**config.mk**
```make
export PLATFORM = sky130hd
export DESIGN_NAME = mandelbrot_escape_counter_unit
export DESIGN_NICKNAME = d
export VERILOG_FILES = /design/src/rtl/core/mec_pkg.sv /design/src/rtl/core/mandelbrot_escape_counter_unit.sv
export SDC_FILE = /design/constraint.sdc
export NUM_CORES = 2
export LEC_CHECK = 0
export BUFFER_PORTS_ARGS = -buffer_cell sky130_fd_sc_hd__buf_2
export CORE_MARGIN = 2
export CORE_UTILIZATION = 45
export CTS_BUF_LIST = sky130_fd_sc_hd__clkbuf_4 sky130_fd_sc_hd__clkbuf_8
export CTS_CLUSTER_DIAMETER = 30
export DETAILED_ROUTE_END_ITERATION = 10
export HOLD_SLACK_MARGIN = 0.05
export PLACE_DENSITY = 0.7
export REMOVE_ABC_BUFFERS = 1
export SETUP_SLACK_MARGIN = 0.2
export SYNTH_ARGS = -nofsm -noshare
export SYNTH_HDL_FRONTEND = slang
export SYNTH_SLANG_ARGS = --single-unit
```
**constraint.sdc**
```tcl
create_clock -name clk -period 33.1 [get_ports clk]
set_clock_uncertainty 0.2 [all_clocks]
set_input_delay 3.31 -clock clk [delete_from_list [all_inputs] [get_ports clk]]
set_output_delay 3.31 -clock clk [all_outputs]
set_load 0.01 [all_outputs]
```
**src/rtl/core/mec_pkg.sv**
```systemverilog
// ----------------------------------------------------------------------------
// mec_pkg
// Shared widths, register indexes and reset values for the escape counter.
// ----------------------------------------------------------------------------
package mec_pkg;

  localparam int C_W       = 32;  // width of c and z parts
  localparam int PROD_W    = 64;  // full product width
  localparam int THR_W     = 35;  // escape threshold width
  localparam int LIM_W     = 16;  // iteration limit register width
  localparam int CNT_OUT_W = 16;  // step count port width
  localparam int CFG_IDX_W = 2;

  localparam logic [CFG_IDX_W-1:0] REG_ESCAPE_THRESHOLD = 2'd0;
  localparam logic [CFG_IDX_W-1:0] REG_ITERATION_LIMIT  = 2'd1;

  localparam logic [THR_W-1:0] THR_RESET = 35'd1073741824;
  localparam logic [LIM_W-1:0] LIM_RESET = 16'd255;

  localparam logic signed [PROD_W-1:0] SAT_MAX = 64'sd2147483647;
  localparam logic signed [PROD_W-1:0] SAT_MIN = -64'sd2147483648;

  typedef logic signed [C_W-1:0]    cpart_t;
  typedef logic signed [PROD_W-1:0] prod_t;

  function automatic cpart_t sat_c(input prod_t v);
    cpart_t r;
    if (v > SAT_MAX) begin
      r = cpart_t'(SAT_MAX);
    end else if (v < SAT_MIN) begin
      r = cpart_t'(SAT_MIN);
    end else begin
      r = cpart_t'(v);
    end
    return r;
  endfunction

endpackage

```
**src/rtl/core/mandelbrot_escape_counter_unit.sv**
```systemverilog
// ----------------------------------------------------------------------------
// mandelbrot_escape_counter_unit
// Escape-time iteration z = z*z + c for one fixed-point point c at a time.
// ----------------------------------------------------------------------------
// A point is taken when start is high and busy is low. One signed 32x32
// multiplier is shared by the three products of each iteration, so an
// iteration steps through S_RR, S_II and S_RI for the three products, then
// S_UPD for the escape check and z update. When a point is done, busy drops
// and its word appears on the out_ ports with out_strobe for one cycle;
// a new point may be started in that same cycle. out_strobe cannot be held
// off. The user must write registers through cfg_ only while no point is
// in flight; the block itself does not enforce it.
module mandelbrot_escape_counter_unit
  import mec_pkg::*;
#(
  parameter int FRAC_BITS   = 28,
  parameter int COUNT_WIDTH = 16
) (
  input  logic                 clk,
  input  logic                 rst_n,
  input  logic                 start,
  output logic                 busy,
  input  logic signed [C_W-1:0] in_c_real,
  input  logic signed [C_W-1:0] in_c_imag,
  output logic                 out_strobe,
  output logic [CNT_OUT_W-1:0] out_step_count,
  output logic                 out_limit_hit,
  input  logic                 cfg_valid,
  output logic                 cfg_ready,
  input  logic [CFG_IDX_W-1:0] cfg_index,
  input  logic [THR_W-1:0]     cfg_data
);

  localparam logic [2:0] S_IDLE = 3'd0;
  localparam logic [2:0] S_RR   = 3'd1;
  localparam logic [2:0] S_II   = 3'd2;
  localparam logic [2:0] S_RI   = 3'd3;
  localparam logic [2:0] S_UPD  = 3'd4;

  localparam logic [32:0] CNT_MAX = (33'd1 << COUNT_WIDTH) - 33'd1;

  logic [2:0]             state_r, state_nxt;
  logic [THR_W-1:0]       thr_r;
  logic [LIM_W-1:0]       lim_cfg_r;
  cpart_t                 cr_r, ci_r, zr_r, zi_r, zr_nxt, zi_nxt;
  prod_t                  rr_r, ii_r, ri_r, diff_r;
  logic                   esc_r;
  logic [COUNT_WIDTH-1:0] n_r, n_nxt, limit_r;
  logic                   strobe_r, strobe_nxt, hit_r, hit_nxt;

  cpart_t                 mul_a, mul_b;
  prod_t                  prod;
  logic [PROD_W-1:0]      mag;
  logic                   esc_nxt;
  logic [32:0]            lim_ext;
  logic [COUNT_WIDTH-1:0] lim_eff;
  logic [31:0]            n_ext;
  logic                   accept;

  assign accept    = start && (state_r == S_IDLE);
  assign busy      = (state_r != S_IDLE);
  assign cfg_ready = 1'b1;

  // shared multiplier
  assign mul_a = (state_r == S_II) ? zi_r : zr_r;
  assign mul_b = (state_r == S_RR) ? zr_r : zi_r;
  assign prod  = mul_a * mul_b;

  assign mag     = ($unsigned(rr_r) + $unsigned(ii_r)) >> FRAC_BITS;
  assign esc_nxt = mag > PROD_W'(thr_r);

  assign lim_ext = 33'(lim_cfg_r);
  assign lim_eff = (lim_ext < CNT_MAX) ? COUNT_WIDTH'(lim_ext) : COUNT_WIDTH'(CNT_MAX);

  assign n_ext          = 32'(n_r);
  assign out_step_count = n_ext[CNT_OUT_W-1:0];
  assign out_limit_hit  = hit_r;
  assign out_strobe     = strobe_r;

  always_comb begin
    state_nxt  = state_r;
    zr_nxt     = zr_r;
    zi_nxt     = zi_r;
    n_nxt      = n_r;
    strobe_nxt = 1'b0;
    hit_nxt    = hit_r;
    case (state_r)
      S_IDLE: begin
        if (accept) begin
          state_nxt = S_RR;
          zr_nxt    = '0;
          zi_nxt    = '0;
          n_nxt     = '0;
        end
      end
      S_RR: state_nxt = S_II;
      S_II: state_nxt = S_RI;
      S_RI: state_nxt = S_UPD;
      S_UPD: begin
        if (esc_r) begin
          state_nxt  = S_IDLE;
          strobe_nxt = 1'b1;
          hit_nxt    = 1'b0;
        end else if (n_r >= limit_r) begin
          state_nxt  = S_IDLE;
          strobe_nxt = 1'b1;
          hit_nxt    = 1'b1;
        end else begin
          zr_nxt    = sat_c((diff_r >>> FRAC_BITS) + prod_t'(cr_r));
          zi_nxt    = sat_c((ri_r >>> (FRAC_BITS - 1)) + prod_t'(ci_r));
          n_nxt     = n_r + 1'b1;
          state_nxt = S_RR;
        end
      end
      default: state_nxt = S_IDLE;
    endcase
  end

  always_ff @(posedge clk) begin
    if (!rst_n) begin
      state_r   <= S_IDLE;
      strobe_r  <= 1'b0;
      thr_r     <= THR_RESET;
      lim_cfg_r <= LIM_RESET;
    end else begin
      state_r  <= state_nxt;
      strobe_r <= strobe_nxt;
      if (cfg_valid && cfg_ready) begin
        case (cfg_index)
          REG_ESCAPE_THRESHOLD: thr_r     <= cfg_data;
          REG_ITERATION_LIMIT:  lim_cfg_r <= cfg_data[LIM_W-1:0];
          default: ;
        endcase
      end
    end
  end

  always_ff @(posedge clk) begin
    zr_r  <= zr_nxt;
    zi_r  <= zi_nxt;
    n_r   <= n_nxt;
    hit_r <= hit_nxt;
    if (accept) begin
      cr_r    <= in_c_real;
      ci_r    <= in_c_imag;
      limit_r <= lim_eff;
    end
    if (state_r == S_RR) begin
      rr_r <= prod;
    end
    if (state_r == S_II) begin
      ii_r <= prod;
    end
    if (state_r == S_RI) begin
      ri_r   <= prod;
      esc_r  <= esc_nxt;
      diff_r <= rr_r - ii_r;
    end
  end

  a_start_goes_rr: assert property (@(posedge clk) disable iff (!rst_n)
    accept |=> (state_r == S_RR))
    else $error("accepted point did not start iterating");

  a_strobe_from_upd: assert property (@(posedge clk) disable iff (!rst_n)
    strobe_r |-> ($past(state_r) == S_UPD) && (state_r == S_IDLE))
    else $error("result word without finishing iteration");

  a_strobe_single: assert property (@(posedge clk) disable iff (!rst_n)
    strobe_r |=> !strobe_r)
    else $error("result word repeated");

  a_count_bound: assert property (@(posedge clk) disable iff (!rst_n)
    (state_r != S_IDLE && state_r != S_RR) |-> (n_r <= limit_r))
    else $error("step count past limit");

  a_hit_at_limit: assert property (@(posedge clk) disable iff (!rst_n)
    (strobe_r && hit_r) |-> (n_r == limit_r))
    else $error("limit flag without reaching limit");

endmodule

```
Word level (Yosys, flattened, before mapping)
Index checks and enable logic that the tools add are counted.
{"block": "op_classes", "n_eq_ne": 8, "multipliers": 1, "reduce_logical": 11, "order_cmp": 7, "muxes": 24, "n_addsub": 5}
{"cell": "32-bit two-way mux", "n": 11}
{"cell": "32-bit case mux with 2 select lines", "n": 2}
{"cell": "64-bit adder", "n": 1}
{"cell": "32-bit by 32-bit multiplier with 64-bit output", "n": 1}
{"cell": "64-bit subtractor", "n": 1}
{"cell": "16-bit two-way mux", "n": 3}
{"cell": "37-bit by 32-bit adder with 38-bit output", "n": 1}
{"cell": "38-bit by 32-bit > comparator with 1-bit output (second input constant)", "n": 1}
{"cell": "38-bit by 32-bit less-than comparator with 1-bit output (second input constant)", "n": 1}
{"cell": "36-bit by 32-bit adder with 37-bit output", "n": 1}
{"cell": "37-bit by 32-bit > comparator with 1-bit output (second input constant)", "n": 1}
{"cell": "37-bit by 32-bit less-than comparator with 1-bit output (second input constant)", "n": 1}
{"cell": "36-bit by 35-bit > comparator with 1-bit output", "n": 1}
{"cell": "16-bit case mux with 2 select lines", "n": 1}
{"cell": "16-bit by 1-bit adder with 16-bit output (second input constant)", "n": 1}
{"cell": "16-bit greater-or-equal comparator", "n": 1}
{"cell": "16-bit less-than comparator (second input constant)", "n": 1}
{"cell": "3-bit case mux with 5 select lines", "n": 1}
{"cell": "2-bit AND reduction", "n": 4}
{"cell": "3-bit by 2-bit == test with 1-bit output (second input constant)", "n": 2}
{"cell": "2-bit inequality test (second input constant)", "n": 3}
{"cell": "1-bit two-way mux", "n": 5}
{"cell": "4-bit AND reduction", "n": 1}
{"cell": "2-bit nonzero test", "n": 2}
{"cell": "other kinds (8)", "n": 8}
{"block": "totals", "wordCells": 72, "reg_bits": 473, "out_inout_bits": 20, "input_bits": 105}

Longest topological paths before layout
{"block": "depth", "ltp_word": 7, "mapped_depth": 33, "depth_no_buf": 30}

Worst setup path after synthesis
Ideal clock, no wire load.
{"block": "synth_path", "kind": "reg-to-reg", "start": "register state_r[2]", "end": "register ii_r[61], data pin", "required_time_ns": 32.633, "path_slack_ns": 22.361, "period_less_slack_ns": 10.739, "arrival_ns": 10.272, "path_buffers": 4, "stages_incl_launch_ff": 31, "setup_time_ns": 0.267, "cell_sequence": "dfxtp_1 clkbuf_1 nor3b_1 buf_2 buf_1 buf_1 mux2i_1 nor2_1 fa_1 inv_1 fa_1 inv_1 fa_1 fa_1 fa_1 fa_1 fa_1 inv_1 fa_1 inv_1 ha_1 o21ai_0 o21a_1 nor3_1 a211oi_1 o211a_1 o31ai_2 a2111oi_0 o21bai_1 a21oi_1 xnor2_1"}
{"block": "synth_between", "elab_chain_cells": 3, "elab_cells_between_ends": 5, "classes_between": "mul: 1; eq/ne: 2; mux: 2"}
{"item": "from (decl)", "line": "mandelbrot_escape_counter_unit.sv:42", "rtl": "logic [2:0] state_r, state_nxt;"}
{"item": "from (signal assigned)", "line": "mandelbrot_escape_counter_unit.sv:126", "rtl": "state_r <= state_nxt;"}
{"item": "3-bit by 2-bit == test with 1-bit output / 3-bit by 1-bit == test with 1-bit output (equally long branches)", "line": "mandelbrot_escape_counter_unit.sv:65, mandelbrot_escape_counter_unit.sv:66"}
{"item": "32-bit two-way mux, on equally long branches", "line": "mandelbrot_escape_counter_unit.sv:65, mandelbrot_escape_counter_unit.sv:66"}
{"item": "32-bit by 32-bit multiplier with 64-bit output (*)", "line": "mandelbrot_escape_counter_unit.sv:67", "rtl": "assign prod = mul_a * mul_b;"}
{"item": "net prod[61]", "line": "mandelbrot_escape_counter_unit.sv:52", "rtl": "prod_t prod;"}
{"item": "to (signal assigned)", "line": "mandelbrot_escape_counter_unit.sv:152", "rtl": "ii_r <= prod;"}
{"item": "to (decl)", "line": "mandelbrot_escape_counter_unit.sv:46", "rtl": "prod_t rr_r, ii_r, ri_r, diff_r;"}
The timed path passes the listed nets; every way through them passes the cells marked *.
A chain may end at the register's enable or synchronous reset.

Final worst setup path
{"block": "layout_path", "start": "register state_r[1]", "end": "register ri_r[58], data pin"}
{"block": "layout_between", "elab_chain_cells": 3, "elab_cells_between_ends": 5, "classes_between": "mul: 1; eq/ne: 2; mux: 2"}
{"item": "3-bit by 2-bit == test with 1-bit output / 3-bit by 1-bit == test with 1-bit output (equally long branches)", "line": "mandelbrot_escape_counter_unit.sv:65, mandelbrot_escape_counter_unit.sv:66"}
{"item": "32-bit two-way mux, on equally long branches", "line": "mandelbrot_escape_counter_unit.sv:65, mandelbrot_escape_counter_unit.sv:66"}
{"item": "32-bit by 32-bit multiplier with 64-bit output (*)", "line": "mandelbrot_escape_counter_unit.sv:67"}
{"item": "net prod[58]", "line": "mandelbrot_escape_counter_unit.sv:52"}
{"item": "to (signal assigned)", "line": "mandelbrot_escape_counter_unit.sv:155", "rtl": "ri_r <= prod;"}
{"item": "to (decl)", "line": "mandelbrot_escape_counter_unit.sv:46"}
Marked as above.

==> impl_metrics.toml <==
[run_status]
outcome = "finished, final reports clean"

[timing]
worst_slew_pin_slew_ps = 1220
layout_min_cycle_time_ps = 11100
max_freq_mhz = 90.1
period_share_pct = 33.5
rsz0062_at_grt = "false"
finalMaxSlewViolations = 0
finalSetupViolCount = 0
slew_headroom_pct = 16.0
hold_viol = 0
finalSetupTns_ps = 0

[clocking]
htree_num_levels = 3
hold_buffers = 0
cts_setup_buffers = 0
clkTransAtPathRegs_ps = 60
cts_buffer_depth = 3
cts_resized = 0
cts_tree = "done"
cts-root-buf = "clkbuf_8"
cts.sinks = 418
clock_latency_ps = 700
numCtsBuffers = 74

[critical_path]
r2r_end = "ri_r[58]"
cp_max_fo = 57
required_ps = 33310
reg2reg_from = "state_r[1]"
critical_path_class = "reg2reg"
arrival_ps = 11320
r2r_setup_slack_ps = 22000
critPathSlowestCell = "mux2i_4"
critPathMaxStageDelay_ps = 930
end_kind = "flop"
cpMostUsedCell = "fa_1"
startpoint_type = "flop"
r2r_cells = 29

[routing]
drt_iter0_markers = 4107
postRouteAntennaNets = 0
drc_errors = 0
post_drt_wl_per_cell_um = 21.9
routed_wl_mm = 177
firstDrtPassIters = 6
vias = 44900
vias_per_cell = 5.57

[finish]
n_fill_cell = 12200
multi_input_area_sq_um = 43100
fin_util_pct = 48.4
layout_common_cells = "1173 x inv_1, 1084 x fa_1, 697 x nand2_1"
syn_to_final_growth_pct = 7.04
design_area_sq_um = 64500
regArea_sq_um = 12000
drive_gt1_share_pct = 7.58
final_common_cell = "inv_1"
finalNetCount = 7852

[hold_path]
whs_path_depth = 0
min_to = "limit_r[2]"
min_from = "lim_cfg_r[2]"
hp-class = "reg2reg"

[floorplan]
die_w_um = 370
rows = 134
core-area_sq_um = 133000
start_util_pct = 45.2
die-area_sq_um = 137000
die_h_um = 370
pin_count = 125

[placement]
placed_area_sq_um = 62900
gp_congestion = 0.978
hpwl_mm = 140
portBuffers = 123

[synth]
synth_top_area_share_pct = 36.0
ys_ff_latch = 418
synth_edf_count = 363
yosysTopAreaCell = "fa_1"
netlist_instances = 6213
syn_area_sq_um = 60300
synth.distinct_cells = 98
ys.flop_type = "edfxtp_1"
yosys_warnings = 0
async_flop_share_pct = 0
avgSynthCellArea_sq_um = 9.70
ys_seq_area_share_pct = 19.9
synth.area.top_cells = "fa_1 36%, edfxtp_1 18%, ha_1 9.0%"

[job]
cap_violations = 0

[grt]
track_usage_pct = 26.2
grt_max_degree = 121
gr-total-overflow = 0
first_global_vias = 46300
grt_pass1_wl_mm = 272
antenna_found_initial = 7
metal layers:
layer	wire length (um)	vias up	GRT usage, %
met1	69500	22700	34.4
li1	-	19600	-
met2	80900	2056	41.3
met5	56	-	0
met3	17600	496	6.79
met4	8750	8	11.2
logic make-up after synthesis:
group	after synthesis	synth area share [%]
DFF	418	19.9
and+or+nand+nor	1706	12.0
xor gates and xnor gates	209	3.04
muxes	125	2.20
adders and majority gates	1517	45.0
buffers and inverters	1434	9.01
other	1	0.00622
AOI/OAI and AO/OA	803	8.89
critical path, delay by kind of cell (launching register included):
family	cells	cell delay, ps
simple gates	5	850
fa+ha+maj	9	4240
buf+inv	7	1450
compound gates	7	2580
mux	1	930
flops	1	430
cell type report:
cell class                      count  area share [%]
Antenna cell                        1         0.00388
Sequential cell                   418            18.6
Tap cell                         1768            3.43
Clock inverter                     41           0.657
Timing Repair Buffer              201            1.88
Inverter                         1174            6.83
Multi-Input combinational cell   4361            66.7
Clock buffer                       96            1.86
cells in the mapped netlist (19+ instances only):
library cell     n
o21a_1          27
xnor2_1        132
a21oi_1        227
a21o_1         106
nand3_1         55
and3_1          19
fa_1          1084
inv_1         1173
a211oi_1        31
nor3_1          45
buf_2           20
mux2i_1         65
nand4_1         39
nor2_1         681
dfxtp_1         55
clkbuf_1       211
nand2b_1        32
buf_1           24
o21ai_0        137
mux2_2          60
xor2_1          77
nand2_1        697
edfxtp_1       363
ha_1           433
a21boi_0        47
o21bai_1        45
nor2b_1         30
how the worst max path moves through the flow:
| stage | depth (start not counted) | slack [ps] | to | from |
|---|---|---|---|---|
| 3_5_place_dp | 27 | 22150 | ii_r[61] | state_r[1] |
| 4_1_cts | 27 | 22160 | ii_r[61] | state_r[1] |
| 2_1_floorplan | 27 | 11400 | ii_r[62] | state_r[0] |
| 3_3_place_gp | 28 | 22370 | ii_r[61] | state_r[1] |
| 5_1_grt | 29 | 21550 | ii_r[61] | state_r[1] |
| 6_report | 29 | 22000 | ri_r[58] | state_r[1] |
registers in the layout (all words and copies together) (netlist names), 32 cells and up:
register  flops
rr_r         64
thr_r        35
zi_r         32
zr_r         32
ii_r         64
ci_r         32
cr_r         32
ri_r         37
diff_r       36
through the flow:
| step | instances | hold WS [ps] | setup WS [ps] |
|---|---|---|---|
| 3_5_place_dp | 7922 | 213 | 22150 |
| 6_report | 8060 | 229 | 22000 |
| 2_1_floorplan | 5953 | 208 | 11400 |
| 3_3_place_gp | 7922 | 210 | 22370 |
| 5_1_grt | 8059 | 243 | 21550 |
| 4_1_cts | 8059 | 232 | 22160 |
Power is not shown: default switching activity piles up to over one toggle a cycle in this logic, so the estimate is an artifact.
